[config.mk]
export PLATFORM = sky130hd
export DESIGN_NAME = averaged_thermostat_heat_cool
export DESIGN_NICKNAME = d
export VERILOG_FILES = /design/src/hdl/athc_pkg.sv /design/src/hdl/athc_in_stage.sv /design/src/hdl/athc_core.sv /design/src/hdl/averaged_thermostat_heat_cool.sv
export SDC_FILE = /design/constraint.sdc
export NUM_CORES = 1
export LEC_CHECK = 0
export BUFFER_PORTS_ARGS = -buffer_cell sky130_fd_sc_hd__clkbuf_2
export CORE_ASPECT_RATIO = 1.75
export CORE_MARGIN = 4
export CORE_UTILIZATION = 60
export DETAILED_ROUTE_END_ITERATION = 12
export GPL_TIMING_DRIVEN = 0
export PLACE_DENSITY = 0.76
export SLEW_MARGIN = 20
export SYNTH_ARGS = -nofsm -noshare
export SYNTH_HDL_FRONTEND = slang
export SYNTH_SLANG_ARGS = --single-unit
[constraint.sdc]
create_clock -name clk -period 12.05 [get_ports clk]
set_clock_uncertainty 0.15 [all_clocks]
set_input_delay 3.0125 -clock clk [delete_from_list [all_inputs] [get_ports clk]]
set_output_delay 3.0125 -clock clk [all_outputs]
set_load 0.1 [all_outputs]
[src/hdl/athc_pkg.sv]
`timescale 1ns / 1ps

package athc_pkg;

  // operating modes, also the code on the result channel
  localparam logic [1:0] MODE_OFF  = 2'd0;
  localparam logic [1:0] MODE_IDLE = 2'd1;
  localparam logic [1:0] MODE_HEAT = 2'd2;
  localparam logic [1:0] MODE_COOL = 2'd3;

  localparam int RAW_W    = 8;
  localparam int SET_W    = 8;
  localparam int MARGIN_W = 8;
  localparam int DEG_W    = 7;
  localparam int SUM_W    = 12;

  localparam logic [MARGIN_W-1:0] MARGIN_RESET = 8'd5;

  // degrees = floor(raw * 488 / 1000) = floor(raw * 65498384 / 2^27), exact for 8-bit raw
  localparam int SCALE_MUL_W = 26;
  localparam logic [SCALE_MUL_W-1:0] SCALE_MUL = 26'd65498384;
  localparam int SCALE_PROD_W = RAW_W + SCALE_MUL_W;

  typedef struct packed {
    logic             button_level;
    logic [DEG_W-1:0] degrees;
    logic [SET_W-1:0] setpoint;
  } sample_t;

  function automatic logic [DEG_W-1:0] scale_degrees(input logic [RAW_W-1:0] raw);
    logic [SCALE_PROD_W-1:0] prod;
    prod = SCALE_PROD_W'(raw) * SCALE_PROD_W'(SCALE_MUL);
    return prod[SCALE_PROD_W-1 -: DEG_W];
  endfunction

endpackage

[src/hdl/athc_in_stage.sv]
`timescale 1ns / 1ps

module athc_in_stage
  import athc_pkg::*;
(
  input  logic        clk,
  input  logic        rst_n,
  input  logic        in_tvalid,
  output logic        in_tready,
  // [0] button_level, [8:1] raw_sample, [16:9] setpoint, [23:17] zero
  input  logic [23:0] in_tdata,
  input  logic        take,
  output logic        item_valid,
  output sample_t     item
);

  logic    valid_r;
  sample_t item_r;

  assign in_tready  = !valid_r || take;
  assign item_valid = valid_r;
  assign item       = item_r;

  always_ff @(posedge clk) begin
    if (!rst_n) begin
      valid_r <= 1'b0;
    end else if (in_tready) begin
      valid_r <= in_tvalid;
    end
  end

  // sample is converted to degrees on the way in
  always_ff @(posedge clk) begin
    if (in_tvalid && in_tready) begin
      item_r.button_level <= in_tdata[0];
      item_r.degrees      <= scale_degrees(in_tdata[8:1]);
      item_r.setpoint     <= in_tdata[16:9];
    end
  end

endmodule

[src/hdl/athc_core.sv]
`timescale 1ns / 1ps

module athc_core
  import athc_pkg::*;
#(
  parameter int READINGS_PER_DECISION = 10
) (
  input  logic                clk,
  input  logic                rst_n,
  input  logic                cfg_wr_en,
  input  logic [MARGIN_W-1:0] cfg_wr_data,
  input  logic                step,
  input  sample_t             item,
  output logic [1:0]          mode_nxt
);

  localparam int CNT_W = $clog2(READINGS_PER_DECISION + 1);
  localparam logic [CNT_W-1:0] CNT_LAST = CNT_W'(READINGS_PER_DECISION);
  // avg = floor(sum * RECIP / 2^RECIP_SHIFT), exact for any 12-bit sum
  localparam int RECIP_SHIFT = 17;
  localparam int RECIP_W     = RECIP_SHIFT + 1;
  localparam logic [RECIP_W-1:0] RECIP =
    RECIP_W'((2 ** RECIP_SHIFT + READINGS_PER_DECISION - 1) / READINGS_PER_DECISION);
  localparam int PROD_W = SUM_W + RECIP_W;
  localparam int CMP_W  = SUM_W + 1;

  logic [1:0]          mode_r;
  logic                press_r;
  logic [CNT_W-1:0]    count_r;
  logic [SUM_W-1:0]    sum_r;
  logic [MARGIN_W-1:0] margin_r;

  logic                press_nxt;
  logic [CNT_W-1:0]    count_nxt;
  logic [SUM_W-1:0]    sum_nxt;

  logic                press;
  logic [1:0]          mode_mid;
  logic                active;
  logic [CNT_W-1:0]    cnt_inc;
  logic [SUM_W-1:0]    sum_inc;
  logic [PROD_W-1:0]   avg_prod;
  logic [CMP_W-1:0]    avg;
  logic [CMP_W-1:0]    set_ext;
  logic [CMP_W-1:0]    margin_ext;
  logic                want_heat;
  logic                want_cool;
  logic [1:0]          decided;

  always_comb begin
    press    = !item.button_level && !press_r;
    mode_mid = mode_r;
    if (press) begin
      mode_mid = (mode_r != MODE_OFF) ? MODE_OFF : MODE_IDLE;
    end
    // latch follows the level: set on press, held while low, cleared on release
    press_nxt = !item.button_level;
    active    = (mode_mid != MODE_OFF);

    cnt_inc    = count_r + CNT_W'(1);
    sum_inc    = sum_r + SUM_W'(item.degrees);
    avg_prod   = PROD_W'(sum_inc) * PROD_W'(RECIP);
    avg        = CMP_W'(avg_prod[PROD_W-1:RECIP_SHIFT]);
    set_ext    = CMP_W'(item.setpoint);
    margin_ext = CMP_W'(margin_r);
    want_heat  = set_ext > (avg + margin_ext);
    want_cool  = avg > (set_ext + margin_ext);

    if (want_heat) begin
      decided = MODE_HEAT;
    end else if (want_cool) begin
      decided = MODE_COOL;
    end else if (mode_mid == MODE_IDLE) begin
      decided = (avg > set_ext) ? MODE_COOL : MODE_HEAT;
    end else begin
      decided = mode_mid;
    end

    mode_nxt  = mode_mid;
    count_nxt = count_r;
    sum_nxt   = sum_r;
    if (active) begin
      if (cnt_inc == CNT_LAST) begin
        mode_nxt  = decided;
        count_nxt = '0;
        sum_nxt   = '0;
      end else begin
        count_nxt = cnt_inc;
        sum_nxt   = sum_inc;
      end
    end
  end

  always_ff @(posedge clk) begin
    if (!rst_n) begin
      mode_r   <= MODE_IDLE;
      press_r  <= 1'b0;
      count_r  <= '0;
      sum_r    <= '0;
      margin_r <= MARGIN_RESET;
    end else begin
      if (step) begin
        mode_r  <= mode_nxt;
        press_r <= press_nxt;
        count_r <= count_nxt;
        sum_r   <= sum_nxt;
      end
      if (cfg_wr_en) begin
        margin_r <= cfg_wr_data;
      end
    end
  end

`ifndef ASSERT_OFF
  a_count_range: assert property (@(posedge clk) disable iff (!rst_n)
    count_r < CNT_LAST)
    else $error("reading count passed the decision point");

  a_off_holds: assert property (@(posedge clk) disable iff (!rst_n)
    (step && mode_r == MODE_OFF && item.button_level)
    |=> (mode_r == MODE_OFF && $stable(count_r) && $stable(sum_r)))
    else $error("count or sum moved while off");

  a_decision: assert property (@(posedge clk) disable iff (!rst_n)
    (step && active && cnt_inc == CNT_LAST)
    |=> (count_r == '0 && sum_r == '0 && (mode_r == MODE_HEAT || mode_r == MODE_COOL)))
    else $error("decision did not clear the window or pick heat/cool");

  a_release: assert property (@(posedge clk) disable iff (!rst_n)
    (step && item.button_level) |=> !press_r)
    else $error("press latch held after release");
`endif

endmodule

[src/hdl/averaged_thermostat_heat_cool.sv]
`timescale 1ns / 1ps

// Averaged heat/cool thermostat with a hysteresis band.
// Input channel (in_*): one item per tick, carrying the active-low on/off
// button level, the raw 8-bit temperature sample and the set temperature.
// Result channel (out_*): exactly one item per input item, the mode after
// that tick (0 off, 1 on idle, 2 heating, 3 cooling).
// Config port: cfg_wr_en/cfg_wr_data load the 8-bit band margin; write it
// only while no item is in flight.
// The sample is scaled to degrees on its way into the input register; once
// the output register is free or draining, the mode logic loads it and
// out_tvalid rises. Throughput is one item per cycle while out_tready stays
// high; the mode state loop closes through the state registers around the
// accumulate/average/compare logic.
// Every READINGS_PER_DECISION samples taken while on, the average is formed
// and a new heat/cool mode chosen.
// Reset: mode on idle, margin 5, window count and sum zero, no press latched.
// When out_tready is low the output register holds its item; the input
// register still takes one more item, then in_tready drops until the output
// drains.
module averaged_thermostat_heat_cool
  import athc_pkg::*;
#(
  parameter int READINGS_PER_DECISION = 10
) (
  input  logic        clk,
  input  logic        rst_n,
  input  logic        cfg_wr_en,
  input  logic [7:0]  cfg_wr_data,
  input  logic        in_tvalid,
  output logic        in_tready,
  // [0] button_level, [8:1] raw_sample, [16:9] setpoint, [23:17] zero
  input  logic [23:0] in_tdata,
  output logic        out_tvalid,
  input  logic        out_tready,
  // [1:0] mode, [7:2] zero
  output logic [7:0]  out_tdata
);

  logic       item_valid;
  sample_t    item;
  logic       take;
  logic [1:0] mode_nxt;
  logic       out_valid_r;
  logic [1:0] out_mode_r;

  assign take = item_valid && (!out_valid_r || out_tready);

  athc_in_stage u_in_stage (
    .clk        (clk),
    .rst_n      (rst_n),
    .in_tvalid  (in_tvalid),
    .in_tready  (in_tready),
    .in_tdata   (in_tdata),
    .take       (take),
    .item_valid (item_valid),
    .item       (item)
  );

  athc_core #(
    .READINGS_PER_DECISION (READINGS_PER_DECISION)
  ) u_core (
    .clk         (clk),
    .rst_n       (rst_n),
    .cfg_wr_en   (cfg_wr_en),
    .cfg_wr_data (cfg_wr_data),
    .step        (take),
    .item        (item),
    .mode_nxt    (mode_nxt)
  );

  always_ff @(posedge clk) begin
    if (!rst_n) begin
      out_valid_r <= 1'b0;
    end else if (!out_valid_r || out_tready) begin
      out_valid_r <= item_valid;
    end
  end

  always_ff @(posedge clk) begin
    if (take) begin
      out_mode_r <= mode_nxt;
    end
  end

  assign out_tvalid = out_valid_r;
  assign out_tdata  = {6'b0, out_mode_r};

endmodule

======== Yosys cells after proc, flatten, opt, wreduce, memory -nomap -nowiden ========
Cells that the tools add are included.
W data, S select, Z words.
storage, ports and cells
  flip-flop bits (word level) ............. 47
  output and inout bits ................... 10
  logic and storage cells ................. 44
  input port bits ......................... 37
operators by class
  equality and inequality tests ........... 2
  mux-type cells .......................... 10
  $lt $le $gt $ge ......................... 3
  multiply operators ...................... 2
  reductions and logical operators ........ 12
  add/sub/neg operators ................... 4
operators with widths
  cell                      count
  $mul A8 B22 Y30 const B   1
  $mul A12 B12 Y24 const B  1
  $gt A8 B13 Y1             1
  $gt A9 B13 Y1             1
  $add A12 B7 Y12           1
  $mux W12                  1
  $mux W2                   6
  $add A9 B8 Y10            1
  $add A8 B8 Y9             1
  $gt A9 B8 Y1              1
  $add A4 B1 Y4 const B     1
  $eq A4 B4 Y1 const B      1
  $logic_not A1 Y1          4
  $mux W4                   1
  $reduce_bool A2 Y1        2
  $logic_and A1 B1 Y1       3
  $eq A2 B1 Y1 const B      1
  $logic_or A1 B1 Y1        2
  $mux W1                   2
  $reduce_and A2 Y1         1

======== Depth between registers and ports, before layout ========
  depth after elaboration ................. 9
  mapped depth ............................ 42
  depth with buffers taken out ............ 42

======== Modules after synthesis ========
Synthesis repeated with hierarchy kept, for this count alone.
second synthesis, totals
  cell total of the unflattened synthesis .. 925
  area, all modules ....................... 8712.1 sq um
modules (own cells, without submodules)
  module                         times used  cells each  area each (sq um)  seq. area each (sq um)
  athc_core                      1           610         5421.4             540.5
  athc_in_stage                  1           302         3134.3             500.5
  averaged_thermostat_heat_cool  1           13          156.4              80.1

======== Worst setup path after synthesis ========
No wires, ideal clock.
  path type ............................... flip-flop to flip-flop
  start point ............................. register u_in_stage.item_r (netlist bit u_in_stage.item[8])
  end point ............................... register out_mode_r[0], data pin
  stages on the path, launching flop included .. 43
  arrival ................................. 8.218 ns
  buffers on the path ..................... 0
  clock period less this slack ............ 8.628 ns
  data required time ...................... 11.640 ns
  setup slack ............................. 3.422 ns
  library setup time ...................... 0.260 ns
  cells stage by stage .................... edfxtp_1 -> ha_1 -> fa_1 -> a21o_1 -> a21oi_1 -> o21bai_1 -> a21oi_1 -> nor2b_1 -> o21ai_0 -> xnor2_1 -> ha_1 -> inv_1 -> fa_1 -> inv_1 -> fa_1 -> inv_1 -> fa_1 -> fa_1 -> [... 7 more ...] -> nor2b_1 -> nor2_1 -> xnor2_1 -> ha_1 -> a21o_1 -> a21oi_1 -> nor2b_1 -> o21ai_0 -> nand2b_1 -> xnor2_1 -> ha_1 -> o21ai_0 -> nand2b_1 -> a21oi_1 -> nor3_1 -> nand2_1 -> o2111ai_1 -> nand2_1
on the way
  longest elaborated chain between the ends .. 9
  elaborated cells between the ends (all ways) .. 12
  classes of those cells .................. 2 x add/sub; 1 x mul; 3 x order compare; 6 x mux
ends and longest elaborated chain
  what                                                                   line                                 text
  start, declared                                                        athc_in_stage.sv:18                  sample_t item_r;
  $add A12 B7 Y12 *                                                      athc_core.sv:61                      sum_inc = sum_r + SUM_W'(item.degrees);
  $mul A12 B12 Y24 *                                                     athc_core.sv:62                      avg_prod = PROD_W'(sum_inc) * PROD_W'(RECIP);
  parallel branches: the longest is 4 deep, another holds $gt A8 B13 Y1  n/a
  $mux W2 *                                                              athc_core.sv:69                      if (want_heat) begin
  $mux W2 *                                                              athc_core.sv:83                      if (cnt_inc == CNT_LAST) begin
  $mux W2 *                                                              athc_core.sv:82                      if (active) begin
  via mode_nxt[0]                                                        averaged_thermostat_heat_cool.sv:43  logic [1:0] mode_nxt;
  end signal, assigned                                                   averaged_thermostat_heat_cool.sv:82  out_mode_r <= mode_nxt;
  end, declared                                                          averaged_thermostat_heat_cool.sv:45  logic [1:0] out_mode_r;
Mark *: on every way through the listed nets, which the timed path passes.
A chain may end at the register's enable or synchronous reset.

======== Worst setup path in the final report ========
Same ends and word-level chain as after synthesis.

==> out/qor.yml <==
placed_design:
  port_buffers: 32
  dp_hpwl_mm: 15.1
  place_congestion: 0.879
final_layout:
  finalNetCount: 1237
  layout-area-overhead-vs-synth_pct: 6.96
  diodes: 0
  fin_util: 0.660
  layout_commonest_cell: "ha_1"
  drive_gt1_frac: 0.0575
  multi_input_area_um2: 6530
  most-common-layout-cells: "ha_1 (192), inv_1 (170), fa_1 (87)"
  register_area_um2: 1120
  num-fill-cells: 1124
global_route:
  grt_usage: 0.225
  grt_antenna_before_repair: 0
  grt_first_pass_wirelength_mm: 29.3
  grt.met1_usage: 0.239
  top_usage_layer: "met2"
  overflow: 0
  use_met2: 0.457
  grt_max_degree: 17
  grtUsageMet3: 0.0132
  grt_pass1_vias: 6586
run:
  maxCapViolations: 0
detailed_routing:
  firstDrtPassIters: 4
  drt_iter0_markers: 168
  drc: 0
  via_count: 6056
  drt_wl_total_mm: 16.9
  wl_per_cell_um: 15.4
  drt-vias-per-instance: 5.53
  ant_nets: 0
hold_path:
  min_path_type: "reg -> reg"
  min-delay-start: "u_core.sum_r[4]"
floorplan:
  die_x_um: 97.2
  core_um2: 13500
  start_util: 0.617
  die_area_um2: 15900
  dieHeight_um: 164
  num_rows: 56
  num_io_pins: 47
timing:
  max-slew-margin-rel: 0.308
  setup-violations-final: 0
  worst_pin_slew_ns: 1.03
  hold_ws_ns: 0.324
  rsz0062_at_grt: "false"
  finalHoldViolCount: 0
  clock.fmax_ghz: 0.104
  setup-tns-final_ns: 0
  finalMaxSlewViolations: 0
  min_period_ns: 9.62
  post-route-period-util: 0.798
clock_network:
  clk_path_buf_depth: 2
  h-tree-depth: 2
  holdBufCountCts: 0
  cts_tree: "done"
  post_cts_buffers: 0
  clk_latency_ns: 0.29
  cts_sinks: 47
  cts-resized-gates: 0
  root_buffer: "clkbuf_16"
  cts_inserted_buffers: 5
  path_clk_slew_ns: 0.07
critical_path:
  startpoint: "u_in_stage.item[8]"
  worst_setup_path_end_kind: "flop"
  crit_slowest_cell: "fa_1"
  critPathMaxStageDelay_ns: 0.55
  crit_type: "reg -> reg"
  timing.rr.start: "u_in_stage.item[8]"
  arrival_ns: 9.51
  critPathMaxFanout: 5
  cp-start-kind: "flop"
  cp.required_ns: 11.94
logic_synthesis:
  synth_enable_flop_cells: 18
  async_flop_share: 0
  yosysWarnings: 0
  synth_area_per_cell_um2: 9.52
  syn_area_um2: 8350
  syn_inst: 877
  synth.distinct_cells: 57
  synth_flop_cell: "dfxtp_1"
  yosysSeqAreaShare: 0.134
  synth_seq_cells: 47
status:
  status: "finished clean"
==> worst paths after layout <==
kind,depth (start not counted),slack (ns),end
max,42,2.43,out_mode_r[0]
min,2,0.32,u_core.sum_r[4]
max reg2reg,42,2.43,out_mode_r[0]
min reg2reg,2,0.32,u_core.sum_r[4]
==> worst max-delay path, delay by kind of cell (launching register included) <==
family | cells | cell delay [ns]
compound gates | 14 | 2.51
simple gates | 11 | 1.26
buf+inv | 4 | 0.26
fa+ha+maj | 10 | 4.15
flops | 1 | 0.38
xor+xnor | 3 | 0.64
==> metal layers <==
metal,part of all wire,wire length [um]
met5,0,0
met4,0.033,553
met2,0.56,9570
met3,0.014,244
met1,0.39,6570
==> final cells by class <==
type                    instances  share of cell area
repair buffers                 32              0.0179
multi-input cells             650               0.731
plain buffers                  15             0.00897
well taps                     174              0.0244
clock inverters                 1             0.00336
inverters                     170              0.0715
flip-flops and latches         47               0.126
clock buffers                   7              0.0172
==> stage by stage <==
step           setup slack, ns  std cells  instance area (um^2)
6_report                  2.43       1096                  8930
5_1_grt                   1.69       1096                  8930
4_1_cts                   2.41       1096                  8930
2_1_floorplan             3.42        882                  8360
3_5_place_dp              2.45       1088                  8740
3_3_place_gp              2.52       1088                  8740
==> cell families (layout without fill, tap and decap cells) <==
logic type                 after synthesis  in the layout  share of synthesized area
AOI/OAI and AO/OA                      149            149                      0.121
buffers and inverters                  185            225                     0.0861
adders and majority gates              279            279                      0.497
DFF                                     47             47                      0.134
muxes                                   11             11                     0.0138
and+or+nand+nor                        153            153                     0.0933
other                                    1              6                   0.000449
xor gates and xnor gates                52             52                     0.0546
==> registers in the layout, summed over array words and instances (netlist names) <==
signal,cells
u_core.margin_r,8
u_core.mode_r,2
out_tvalid,1
u_in_stage.item_valid,1
u_core.sum_r,12
out_mode_r,2
u_core.count_r,4
u_core.press_r,1
u_in_stage.item,16
==> Yosys cell counts (all sizes together) (8+ instances only) <==
cell type / number / area share
xor2: 16 / 0.017
mux2i: 10 / 0.012
inv: 170 / 0.076
nand2: 35 / 0.016
nand3: 14 / 0.0084
a21oi: 42 / 0.026
and2: 12 / 0.0090
ha: 192 / 0.29
xnor2: 36 / 0.038
edfxtp: 18 / 0.065
nor2: 31 / 0.014
dfxtp: 29 / 0.070
o21ai: 20 / 0.012
nor3: 9 / 0.0054
nor2b: 16 / 0.012
a21o: 22 / 0.020
clkbuf: 8 / 0.0036
fa: 87 / 0.21
Power is left out: the tool's default activity adds up to more than one toggle a clock period on the data nets, which glitch-free logic cannot reach.
